**src/hw/rtl/sm4_pkg.sv**
```systemverilog
// ----------------------------------------------------------------------------
// SM4 package
// Shared types, constants and round functions for the SM4 block encryptor.
// ----------------------------------------------------------------------------
package sm4_pkg;

  localparam int NumRounds = 32;
  localparam int RoundIdxW = $clog2(NumRounds);
  localparam int CfgIdxW   = 2;

  // Configuration register indexes.
  typedef enum logic [CfgIdxW-1:0] {
    RegKeyHigh = 2'd0,
    RegKeyLow  = 2'd1
  } sm4_reg_e;

  // Key expansion sequencer states.
  typedef enum logic {
    KxIdle = 1'b0,
    KxRun  = 1'b1
  } kx_state_e;

  // Four-word cipher state, w0 is the oldest word of the window.
  typedef struct packed {
    logic [31:0] w0;
    logic [31:0] w1;
    logic [31:0] w2;
    logic [31:0] w3;
  } sm4_state_t;

  // Expanded round keys, entry 0 is used by the first round.
  typedef logic [0:NumRounds-1][31:0] sm4_rk_t;

  // System parameter FK, words FK0..FK3 from most to least significant.
  localparam logic [127:0] FamilyKey = 128'ha3b1bac6_56aa3350_677d9197_b27022dc;

  localparam logic [7:0] SBox [256] = '{
    8'hd6, 8'h90, 8'he9, 8'hfe, 8'hcc, 8'he1, 8'h3d, 8'hb7,
    8'h16, 8'hb6, 8'h14, 8'hc2, 8'h28, 8'hfb, 8'h2c, 8'h05,
    8'h2b, 8'h67, 8'h9a, 8'h76, 8'h2a, 8'hbe, 8'h04, 8'hc3,
    8'haa, 8'h44, 8'h13, 8'h26, 8'h49, 8'h86, 8'h06, 8'h99,
    8'h9c, 8'h42, 8'h50, 8'hf4, 8'h91, 8'hef, 8'h98, 8'h7a,
    8'h33, 8'h54, 8'h0b, 8'h43, 8'hed, 8'hcf, 8'hac, 8'h62,
    8'he4, 8'hb3, 8'h1c, 8'ha9, 8'hc9, 8'h08, 8'he8, 8'h95,
    8'h80, 8'hdf, 8'h94, 8'hfa, 8'h75, 8'h8f, 8'h3f, 8'ha6,
    8'h47, 8'h07, 8'ha7, 8'hfc, 8'hf3, 8'h73, 8'h17, 8'hba,
    8'h83, 8'h59, 8'h3c, 8'h19, 8'he6, 8'h85, 8'h4f, 8'ha8,
    8'h68, 8'h6b, 8'h81, 8'hb2, 8'h71, 8'h64, 8'hda, 8'h8b,
    8'hf8, 8'heb, 8'h0f, 8'h4b, 8'h70, 8'h56, 8'h9d, 8'h35,
    8'h1e, 8'h24, 8'h0e, 8'h5e, 8'h63, 8'h58, 8'hd1, 8'ha2,
    8'h25, 8'h22, 8'h7c, 8'h3b, 8'h01, 8'h21, 8'h78, 8'h87,
    8'hd4, 8'h00, 8'h46, 8'h57, 8'h9f, 8'hd3, 8'h27, 8'h52,
    8'h4c, 8'h36, 8'h02, 8'he7, 8'ha0, 8'hc4, 8'hc8, 8'h9e,
    8'hea, 8'hbf, 8'h8a, 8'hd2, 8'h40, 8'hc7, 8'h38, 8'hb5,
    8'ha3, 8'hf7, 8'hf2, 8'hce, 8'hf9, 8'h61, 8'h15, 8'ha1,
    8'he0, 8'hae, 8'h5d, 8'ha4, 8'h9b, 8'h34, 8'h1a, 8'h55,
    8'had, 8'h93, 8'h32, 8'h30, 8'hf5, 8'h8c, 8'hb1, 8'he3,
    8'h1d, 8'hf6, 8'he2, 8'h2e, 8'h82, 8'h66, 8'hca, 8'h60,
    8'hc0, 8'h29, 8'h23, 8'hab, 8'h0d, 8'h53, 8'h4e, 8'h6f,
    8'hd5, 8'hdb, 8'h37, 8'h45, 8'hde, 8'hfd, 8'h8e, 8'h2f,
    8'h03, 8'hff, 8'h6a, 8'h72, 8'h6d, 8'h6c, 8'h5b, 8'h51,
    8'h8d, 8'h1b, 8'haf, 8'h92, 8'hbb, 8'hdd, 8'hbc, 8'h7f,
    8'h11, 8'hd9, 8'h5c, 8'h41, 8'h1f, 8'h10, 8'h5a, 8'hd8,
    8'h0a, 8'hc1, 8'h31, 8'h88, 8'ha5, 8'hcd, 8'h7b, 8'hbd,
    8'h2d, 8'h74, 8'hd0, 8'h12, 8'hb8, 8'he5, 8'hb4, 8'hb0,
    8'h89, 8'h69, 8'h97, 8'h4a, 8'h0c, 8'h96, 8'h77, 8'h7e,
    8'h65, 8'hb9, 8'hf1, 8'h09, 8'hc5, 8'h6e, 8'hc6, 8'h84,
    8'h18, 8'hf0, 8'h7d, 8'hec, 8'h3a, 8'hdc, 8'h4d, 8'h20,
    8'h79, 8'hee, 8'h5f, 8'h3e, 8'hd7, 8'hcb, 8'h39, 8'h48
  };

  // Apply the S-box to each byte of a word.
  function automatic logic [31:0] sbox_word(input logic [31:0] w);
    logic [31:0] r;
    r = '0;
    for (int k = 0; k < 4; k++) begin
      r[8*k +: 8] = SBox[w[8*k +: 8]];
    end
    return r;
  endfunction

  // Linear transform of the data rounds.
  function automatic logic [31:0] lin_data(input logic [31:0] b);
    return b ^ {b[29:0], b[31:30]} ^ {b[21:0], b[31:22]}
             ^ {b[13:0], b[31:14]} ^ {b[7:0], b[31:8]};
  endfunction

  // Linear transform of the key schedule.
  function automatic logic [31:0] lin_key(input logic [31:0] b);
    return b ^ {b[18:0], b[31:19]} ^ {b[8:0], b[31:9]};
  endfunction

  // Chain constant CK: byte j of word i is (4*i+j)*7 modulo 256.
  function automatic logic [31:0] chain_const(input logic [RoundIdxW-1:0] i);
    logic [31:0] r;
    logic [7:0]  t;
    r = '0;
    for (int j = 0; j < 4; j++) begin
      t = {1'b0, i, 2'(j)};
      r[8*(3-j) +: 8] = 8'({t, 3'b000} - {3'b000, t});
    end
    return r;
  endfunction

endpackage

```
**src/hw/rtl/sm4_key_exp.sv**
```systemverilog
// ----------------------------------------------------------------------------
// SM4 key expansion
// Holds the key registers and expands them into 32 round keys, one per cycle, restarting on a key write.
// ----------------------------------------------------------------------------
module sm4_key_exp (
  input  logic                               clk_i,
  input  logic                               rst_ni,
  input  logic                               cfg_valid_i,
  input  logic [sm4_pkg::CfgIdxW-1:0]        cfg_index_i,
  input  logic [63:0]                        cfg_data_i,
  output logic                               keys_ready_o,
  output sm4_pkg::sm4_rk_t                   rk_o
);

  sm4_pkg::kx_state_e                state_d, state_q;
  logic [sm4_pkg::RoundIdxW-1:0]     cnt_d, cnt_q;
  logic [63:0]                       key_hi_d, key_hi_q;
  logic [63:0]                       key_lo_d, key_lo_q;
  logic [0:3][31:0]                  k_d, k_q;
  sm4_pkg::sm4_rk_t                  rk_q;
  logic                              key_wr;
  logic                              run_en;
  logic [31:0]                       new_key;

  // Key register writes; an unknown index is ignored.
  always_comb begin
    key_hi_d = key_hi_q;
    key_lo_d = key_lo_q;
    key_wr   = 1'b0;
    unique case (sm4_pkg::sm4_reg_e'(cfg_index_i))
      sm4_pkg::RegKeyHigh: begin
        if (cfg_valid_i) begin
          key_hi_d = cfg_data_i;
          key_wr   = 1'b1;
        end
      end
      sm4_pkg::RegKeyLow: begin
        if (cfg_valid_i) begin
          key_lo_d = cfg_data_i;
          key_wr   = 1'b1;
        end
      end
      default: ;
    endcase
  end

  // Next state of the expansion sequencer.
  always_comb begin
    state_d = state_q;
    unique case (state_q)
      sm4_pkg::KxIdle: begin
        if (key_wr) begin
          state_d = sm4_pkg::KxRun;
        end
      end
      sm4_pkg::KxRun: begin
        if (key_wr) begin
          state_d = sm4_pkg::KxRun;
        end else if (cnt_q == sm4_pkg::RoundIdxW'(sm4_pkg::NumRounds - 1)) begin
          state_d = sm4_pkg::KxIdle;
        end
      end
      default: state_d = sm4_pkg::KxIdle;
    endcase
  end

  // Sequencer outputs.
  always_comb begin
    run_en       = (state_q == sm4_pkg::KxRun);
    keys_ready_o = (state_q == sm4_pkg::KxIdle);
  end

  // One key schedule round on the current window.
  always_comb begin
    new_key = k_q[0] ^ sm4_pkg::lin_key(sm4_pkg::sbox_word(
                k_q[1] ^ k_q[2] ^ k_q[3] ^ sm4_pkg::chain_const(cnt_q)));
    if (key_wr) begin
      k_d   = {key_hi_d, key_lo_d} ^ sm4_pkg::FamilyKey;
      cnt_d = '0;
    end else if (run_en) begin
      k_d   = {k_q[1], k_q[2], k_q[3], new_key};
      cnt_d = cnt_q + 1'b1;
    end else begin
      k_d   = k_q;
      cnt_d = cnt_q;
    end
  end

  // Control and key registers; reset starts an expansion of the zero key.
  always_ff @(posedge clk_i or negedge rst_ni) begin
    if (!rst_ni) begin
      state_q  <= sm4_pkg::KxRun;
      cnt_q    <= '0;
      key_hi_q <= '0;
      key_lo_q <= '0;
      k_q      <= sm4_pkg::FamilyKey;
    end else begin
      state_q  <= state_d;
      cnt_q    <= cnt_d;
      key_hi_q <= key_hi_d;
      key_lo_q <= key_lo_d;
      k_q      <= k_d;
    end
  end

  // Round key store, written in order during an expansion.
  always_ff @(posedge clk_i) begin
    if (run_en && !key_wr) begin
      rk_q[cnt_q] <= new_key;
    end
  end

  assign rk_o = rk_q;

  // The counter rests at zero between expansions.
  a_idle_cnt_zero : assert property (@(posedge clk_i) disable iff (!rst_ni)
    state_q == sm4_pkg::KxIdle |-> cnt_q == '0)
    else $error("key expansion counter not at zero while idle");

  // A key write always starts a fresh expansion.
  a_write_starts : assert property (@(posedge clk_i) disable iff (!rst_ni)
    key_wr |=> state_q == sm4_pkg::KxRun && cnt_q == '0)
    else $error("key write did not restart expansion");

  // After the last round without a new write the keys are ready.
  a_last_round : assert property (@(posedge clk_i) disable iff (!rst_ni)
    run_en && !key_wr && cnt_q == sm4_pkg::RoundIdxW'(sm4_pkg::NumRounds - 1)
    |=> keys_ready_o)
    else $error("key expansion did not finish after the last round");

endmodule

```
**config.mk**
```make
export PLATFORM = sky130hd
export DESIGN_NAME = sm4_key_exp
export DESIGN_NICKNAME = d
export VERILOG_FILES = /design/src/hw/rtl/sm4_pkg.sv /design/src/hw/rtl/sm4_key_exp.sv
export SDC_FILE = /design/constraint.sdc
export NUM_CORES = 2
export LEC_CHECK = 0
export BUFFER_PORTS_ARGS = -buffer_cell sky130_fd_sc_hd__buf_2
export CAP_MARGIN = 20
export CORE_MARGIN = 2
export CORE_UTILIZATION = 30
export DETAILED_ROUTE_END_ITERATION = 12
export GPL_TIMING_DRIVEN = 1
export PLACE_DENSITY_LB_ADDON = 0.2
export SKIP_LAST_GASP = 1
export SYNTH_ARGS = -nofsm -noshare
export SYNTH_HDL_FRONTEND = slang
export SYNTH_SLANG_ARGS = --single-unit
```
**constraint.sdc**
```tcl
create_clock -name clk_i -period 6.7 [get_ports clk_i]
set_input_delay 1.005 -clock clk_i [delete_from_list [all_inputs] [get_ports clk_i]]
set_output_delay 1.005 -clock clk_i [all_outputs]
set_load 0.05 [all_outputs]
```
======== After elaboration in Yosys (flattened, before gate mapping) ========
Memory sizes are Yosys's and may differ from the RTL's.
Index checks and enable logic that the tools add are counted.
word-level totals
  memories kept ........................... 4
  flip-flop bits (word level) ............. 1286
  input bits .............................. 69
  word-level logic and storage cells ...... 101
  bits in read-only memories .............. 8192
cells by class
  muxes and demuxes ....................... 25
  magnitude comparators ................... 6
  add/subtract/negate cells ............... 5
  reduce and logical (&&, ||, !) cells .... 6
  eq/ne operators ......................... 2
  bitwise operators ....................... 13
memories
  memory            depth  width  read ports  clocked after memory_dff  wr ports  RTL line       source
  (name not given)  256    8      1           0                         0         sm4_pkg.sv:77  r[8*k +: 8] = SBox[w[8*k +: 8]];
  (name not given)  256    8      1           0                         0         sm4_pkg.sv:77
  (name not given)  256    8      1           0                         0         sm4_pkg.sv:77
  (name not given)  256    8      1           0                         0         sm4_pkg.sv:77
operators by type and width
  operator             number
  $bwmux 1024          1
  $mux 128             2
  $mux 64              4
  $xor 32x32->32       6
  $demux 32 s5         1
  $mux 8               8
  $not 64->64          1
  $ge 9x9->1 const B   4
  $not 8->9            4
  $mux 32              1
  $sub 8x7->8          4
  $mux 5               2
  $ge 6x6->1 const B   1
  $lt 6x1->1 const B   1
  $not 5->6            1
  $add 5x1->5 const B  1
  $eq 5x5->1 const B   1
  $mux 1               5
  $eq 2x1->1 const B   1
  $logic_and 1x1->1    2
  $logic_not 2->1      1
  $pmux 1 s2           1
  $reduce_bool 2->1    1
  $reduce_or 2->1      1
  other kinds (2)      2

======== Depth between registers and ports, before layout ========
  word-level depth ........................ 12
  gate-level depth with buffers ........... 18
  depth with buffers taken out ............ 14

======== Least setup slack after synthesis ========
OpenSTA, ideal clock, no wires.
  kind .................................... register to register
  start point ............................. reg k_q[57] in the netlist's numbering
  end point ............................... reg rk_q (netlist bit rk_o[1000]) (data pin)
  cell stages (with the launch flop) ...... 16
  required time ........................... 6.305 ns
  slack ................................... 1.754 ns
  arrival ................................. 4.552 ns
  path buffers ............................ 4
  period minus slack after synthesis ...... 4.946 ns
  cell sequence ........................... dfstp_2 > xor3_2 > inv_2 > buf_2 > buf_1 > ha_1 > clkbuf_1 > clkbuf_1 > nor2_1 > o31ai_1 > o22ai_1 > a211oi_1 > a211oi_1 > a31oi_1 > xor2_1 > xnor2_1
between the ends
  word-level cells in the longest chain between the ends .. 11
ends and longest elaborated chain
  element                                     RTL line            source
  start: declaration                          sm4_key_exp.sv:19   logic [0:3][31:0] k_d, k_q;
  start signal: assignment                    sm4_key_exp.sv:96   k_q <= sm4_pkg::FamilyKey;
  start signal: assignment                    sm4_key_exp.sv:102  k_q <= k_d;
  $xor 32x32->32 (3 in series)                sm4_key_exp.sv:76   k_q[1] ^ k_q[2] ^ k_q[3] ^ sm4_pkg::chain_const(cnt_q)));
  $not 8->9 (not written as such)             sm4_pkg.sv:77
  $mem_v2 256x8                               -
  $mux 8 (not written as such) (2 in series)  sm4_pkg.sv:77
  $xor 32x32->32 (2 in series)                sm4_pkg.sv:90       return b ^ {b[18:0], b[31:19]} ^ {b[8:0], b[31:9]};
  $xor 32x32->32                              sm4_key_exp.sv:75   new_key = k_q[0] ^ sm4_pkg::lin_key(sm4_pkg::sbox_word(
  via new_key[8]                              sm4_key_exp.sv:23   logic [31:0] new_key;
  $bwmux 1024                                 sm4_key_exp.sv:109  rk_q[cnt_q] <= new_key;
  end signal: indexed assignment              sm4_key_exp.sv:109
  end: declaration                            sm4_key_exp.sv:20   sm4_pkg::sm4_rk_t rk_q;
The timed path passes the listed nets, and every way through them passes these cells. The select of a mux whose other input is x is not followed.
A chain may end at the register's enable or synchronous reset.

======== Final worst setup path ========
  start point ............................. reg k_q[41] in the netlist's numbering
  end point ............................... reg rk_q (netlist bit rk_o[471]) (data pin)
Same word-level chain as after synthesis.

==> impl_metrics.tcl <==
set metrics [dict create \
    synth_cell_types 104 \
    clockBufferDepth 3 \
    hold_viol 0 \
    cp-end-kind "flip-flop" \
    chipWidth_um 443 \
    ys_seq_area_share_pct 64.6 \
    cts_resized 0 \
    clock_latency_ns 0.79 \
    crit_start "k_q[41]$_DFFE_PN0P_" \
    crit_path_frequent_cell "buf_4" \
    synthFlopType "edfxtp_1" \
    fillers 18800 \
    dp_hpwl_um 192000 \
    start_util_pct 30.1 \
    postSynthAreaPerCell_um2 13.3 \
    outcome "complete, no violations" \
    fin_crit_ns 5.69 \
    crit_path_top_delay_cell "xor3_1" \
    cp.arrival_ns 6.17 \
    row_count 161 \
    io_buffers 1093 \
    relSlewSlack_pct 25.9 \
    fmax_ghz 0.176 \
    postCtsSetupRepairBufs 0 \
    cap_violations 0 \
    drive_gt1_share_pct 34.2 \
    min_path_type "input pin to asynchronous set/reset pin" \
    die-area_um2 196000 \
    path_clk_slew_ns 0.06 \
    area_delta_synth_final_pct 24.5 \
    htreeDepth 4 \
    drc_errors 0 \
    first_pass_iters 5 \
    grt_max_degree 144 \
    ys_warn_count 0 \
    post-route-period-util_pct 84.9 \
    wl_met2_um 137000 \
    synthTopCellsByArea "edfxtp_1 53%, dfrtp_1 8.5%, dfstp_2 3.0%, mux2_2 2.5%, a21oi_1 2.4%" \
    die_y_um 443 \
    synth_edf_count 1024 \
    finalClockSkew_ns 0.0305 \
    cts_buffers 133 \
    postCtsHoldBufs 0 \
    tightest_slew_ns 1.11 \
    finalSetupViolCount 0 \
    path_buf_inv 3 \
    synth_nets 4468 \
    reg2reg_to "rk_o[471]$_DFFE_PP_" \
    critPathKind "flip-flop to flip-flop" \
    crit_end "rk_o[471]$_DFFE_PP_" \
    wl_met1_um 106000 \
    worst-path-stages 12 \
    netlist.area_leader.share_pct 53.1 \
    clockRootBuffer "clkbuf_16" \
    grt.total_usage_pct 26.7 \
    drv_slew 0 \
    coreArea_um2 192000 \
    pin_count 1094 \
    synth.cell_area_um2 57900 \
    ys_async_sr_fraction_pct 20.4 \
    ys_seq_elements 1286 \
    synthCells 4343 \
    grt_pass1_vias 43000 \
    cts_tree "yes" \
    reg2reg_from "k_q[41]$_DFFE_PN0P_" \
    routabilityCongestion 0.987 \
    vias_per_cell 5.59 \
    cpLargestDelayFamily "XOR/XNOR gates" \
    cp-start-kind "flip-flop" \
    fin_nets 5605 \
    clock-sinks 1286 \
    critical_path_required_ns 7.18 \
    wl_met3_um 19100 \
    netlist.top_cell.by_area "edfxtp_1" \
    worstPathMaxFanout 33 \
    grt_overflow 0 \
    tns_ns 0 \
    vias 45400 \
    reg2regPathDepth 12 \
    antenna_found_initial 39 \
    slowest_delay_ns 0.93 \
    wl_per_cell_um 33.6 \
    r2r_slack_ns 1.01 \
    route.top_layer_used "met5" \
    rsz0062_at_grt "no" \
    ant_nets 0 \
    worstPathCellList "xor3_1, buf_4, ha_1, inv_1, mux4_2, o21ai_0, a21oi_1, o32a_1, a21oi_2, xnor2_1, xnor2_2, buf_4" \
    drtIter0Drc 5203 \
    drt_wl_total_um 273000 \
    grt_pass1_wl_um 370000 \
]
-- synth_stat cells, types with 13 or more instances --
library cell  count
a211o_1          13
or3_1            15
nand2_1         317
mux4_2           20
a32oi_1          15
xnor2_1         116
a21oi_1         272
a2111oi_0        21
mux2i_1         107
a221o_1          14
o221ai_1         37
dfrtp_1         197
ha_1             55
a221oi_1         31
nand3_1         103
a21o_1           19
a311oi_1         45
o211ai_1         60
and3_1           27
o311ai_0         32
mux2_2          129
xnor3_1          13
a31oi_1          42
xor2_1           46
a211oi_1        121
inv_1            35
nand4_1          14
buf_4            40
xnor2_2          14
o311a_1          16
edfxtp_1       1024
buf_6            15
clkbuf_1        160
dfstp_2          65
nor2b_1          51
o31ai_1          17
o2111ai_1        26
buf_1            16
o22ai_1          20
buf_2           117
nor2_1          282
o311ai_1         14
o21ai_0         236
nor3_1           84
-- cells by family after synthesis --
kind of cell               after synthesis  synth area share [%]
and+or+nand+nor                        954                  7.41
xor gates and xnor gates               212                  4.21
AOI/OAI and AO/OA                     1180                  14.0
adders and majority gates               57                  1.24
DFF                                   1286                  64.6
muxes                                  257                  5.17
buffers and inverters                  397                  3.32
-- cells in the final DEF (no fill, tap or decap), types with 26 or more instances in the layout --
cell and n:
xor2_1 37, buf_4 229, o221ai_1 37, mux2_2 129, o211ai_1 60, dfrtp_1 197
nor3_1 84, a31oi_1 42, inv_1 33, nor2_4 33, o21ai_0 236, nand2_1 316
a211oi_1 121, buf_12 29, nor2b_1 50, mux2i_1 107, nor2_1 248, ha_1 55
buf_2 1092, and3_1 27, a21oi_1 272, nand3_1 103, o311ai_0 32, xnor2_1 85
a311oi_1 45, edfxtp_1 1024, a221oi_1 31, dfstp_2 64, xnor2_2 41, clkbuf_1 30
o2111ai_1 26, clkbuf_16 133
-- worst min path at each step --
stage / slack [ns] / cells after the start / endpoint
after global routing: 0.39 / 1 / key_lo_q[59]$_DFF_PN0_
after detailed placement: 0.48 / 1 / key_lo_q[55]$_DFF_PN0_
after CTS: 0.31 / 1 / key_lo_q[59]$_DFF_PN0_
after global placement: 0.48 / 1 / key_lo_q[25]$_DFF_PN0_
after floorplan: 0.47 / 1 / key_lo_q[13]$_DFF_PN0_
final: 0.33 / 1 / key_lo_q[59]$_DFF_PN0_
-- final cells by class --
type                    instances  area (µm²)  area share, %
repair buffers               1352        7810           10.8
well taps                    2526        3160           4.39
clock buffers                 166        3480           4.83
clock inverters                71         702          0.974
diodes                          7        17.5         0.0243
inverters                      47         176          0.245
multi-input cells            2660       19300           26.8
flip-flops and latches       1286       37400           51.9
-- stage by stage --
step | util, % | setup WS, ns | cell area, µm² | instances | hold slack (ns)
after CTS | 37.4 | 1.05 | 72000 | 8105 | 0.314
after global routing | 37.5 | 0.819 | 72000 | 8113 | 0.391
after floorplan | - | 1.75 | 57900 | 4343 | 0.467
final | 37.5 | 1.01 | 72100 | 8115 | 0.335
after global placement | 35.3 | 0.977 | 67800 | 7867 | 0.478
after detailed placement | 35.3 | 1.07 | 67800 | 7868 | 0.482
-- registers in the layout (all words and copies together), names as in the netlist --
signal    flops
cnt_q         5
rk_o       1024
key_lo_q     64
k_q         128
run_en        1
key_hi_q     64
-- routing by layer --
layer | vias to the layer above | track usage (%)
met5 | - | 0
li1 | 19000 | -
met1 | 23400 | 33.1
met3 | 475 | 4.70
met4 | 4 | 10.1
met2 | 2514 | 46.2
Power is not shown: default switching activity piles up to over one toggle a cycle in this logic, so the estimate is an artifact.
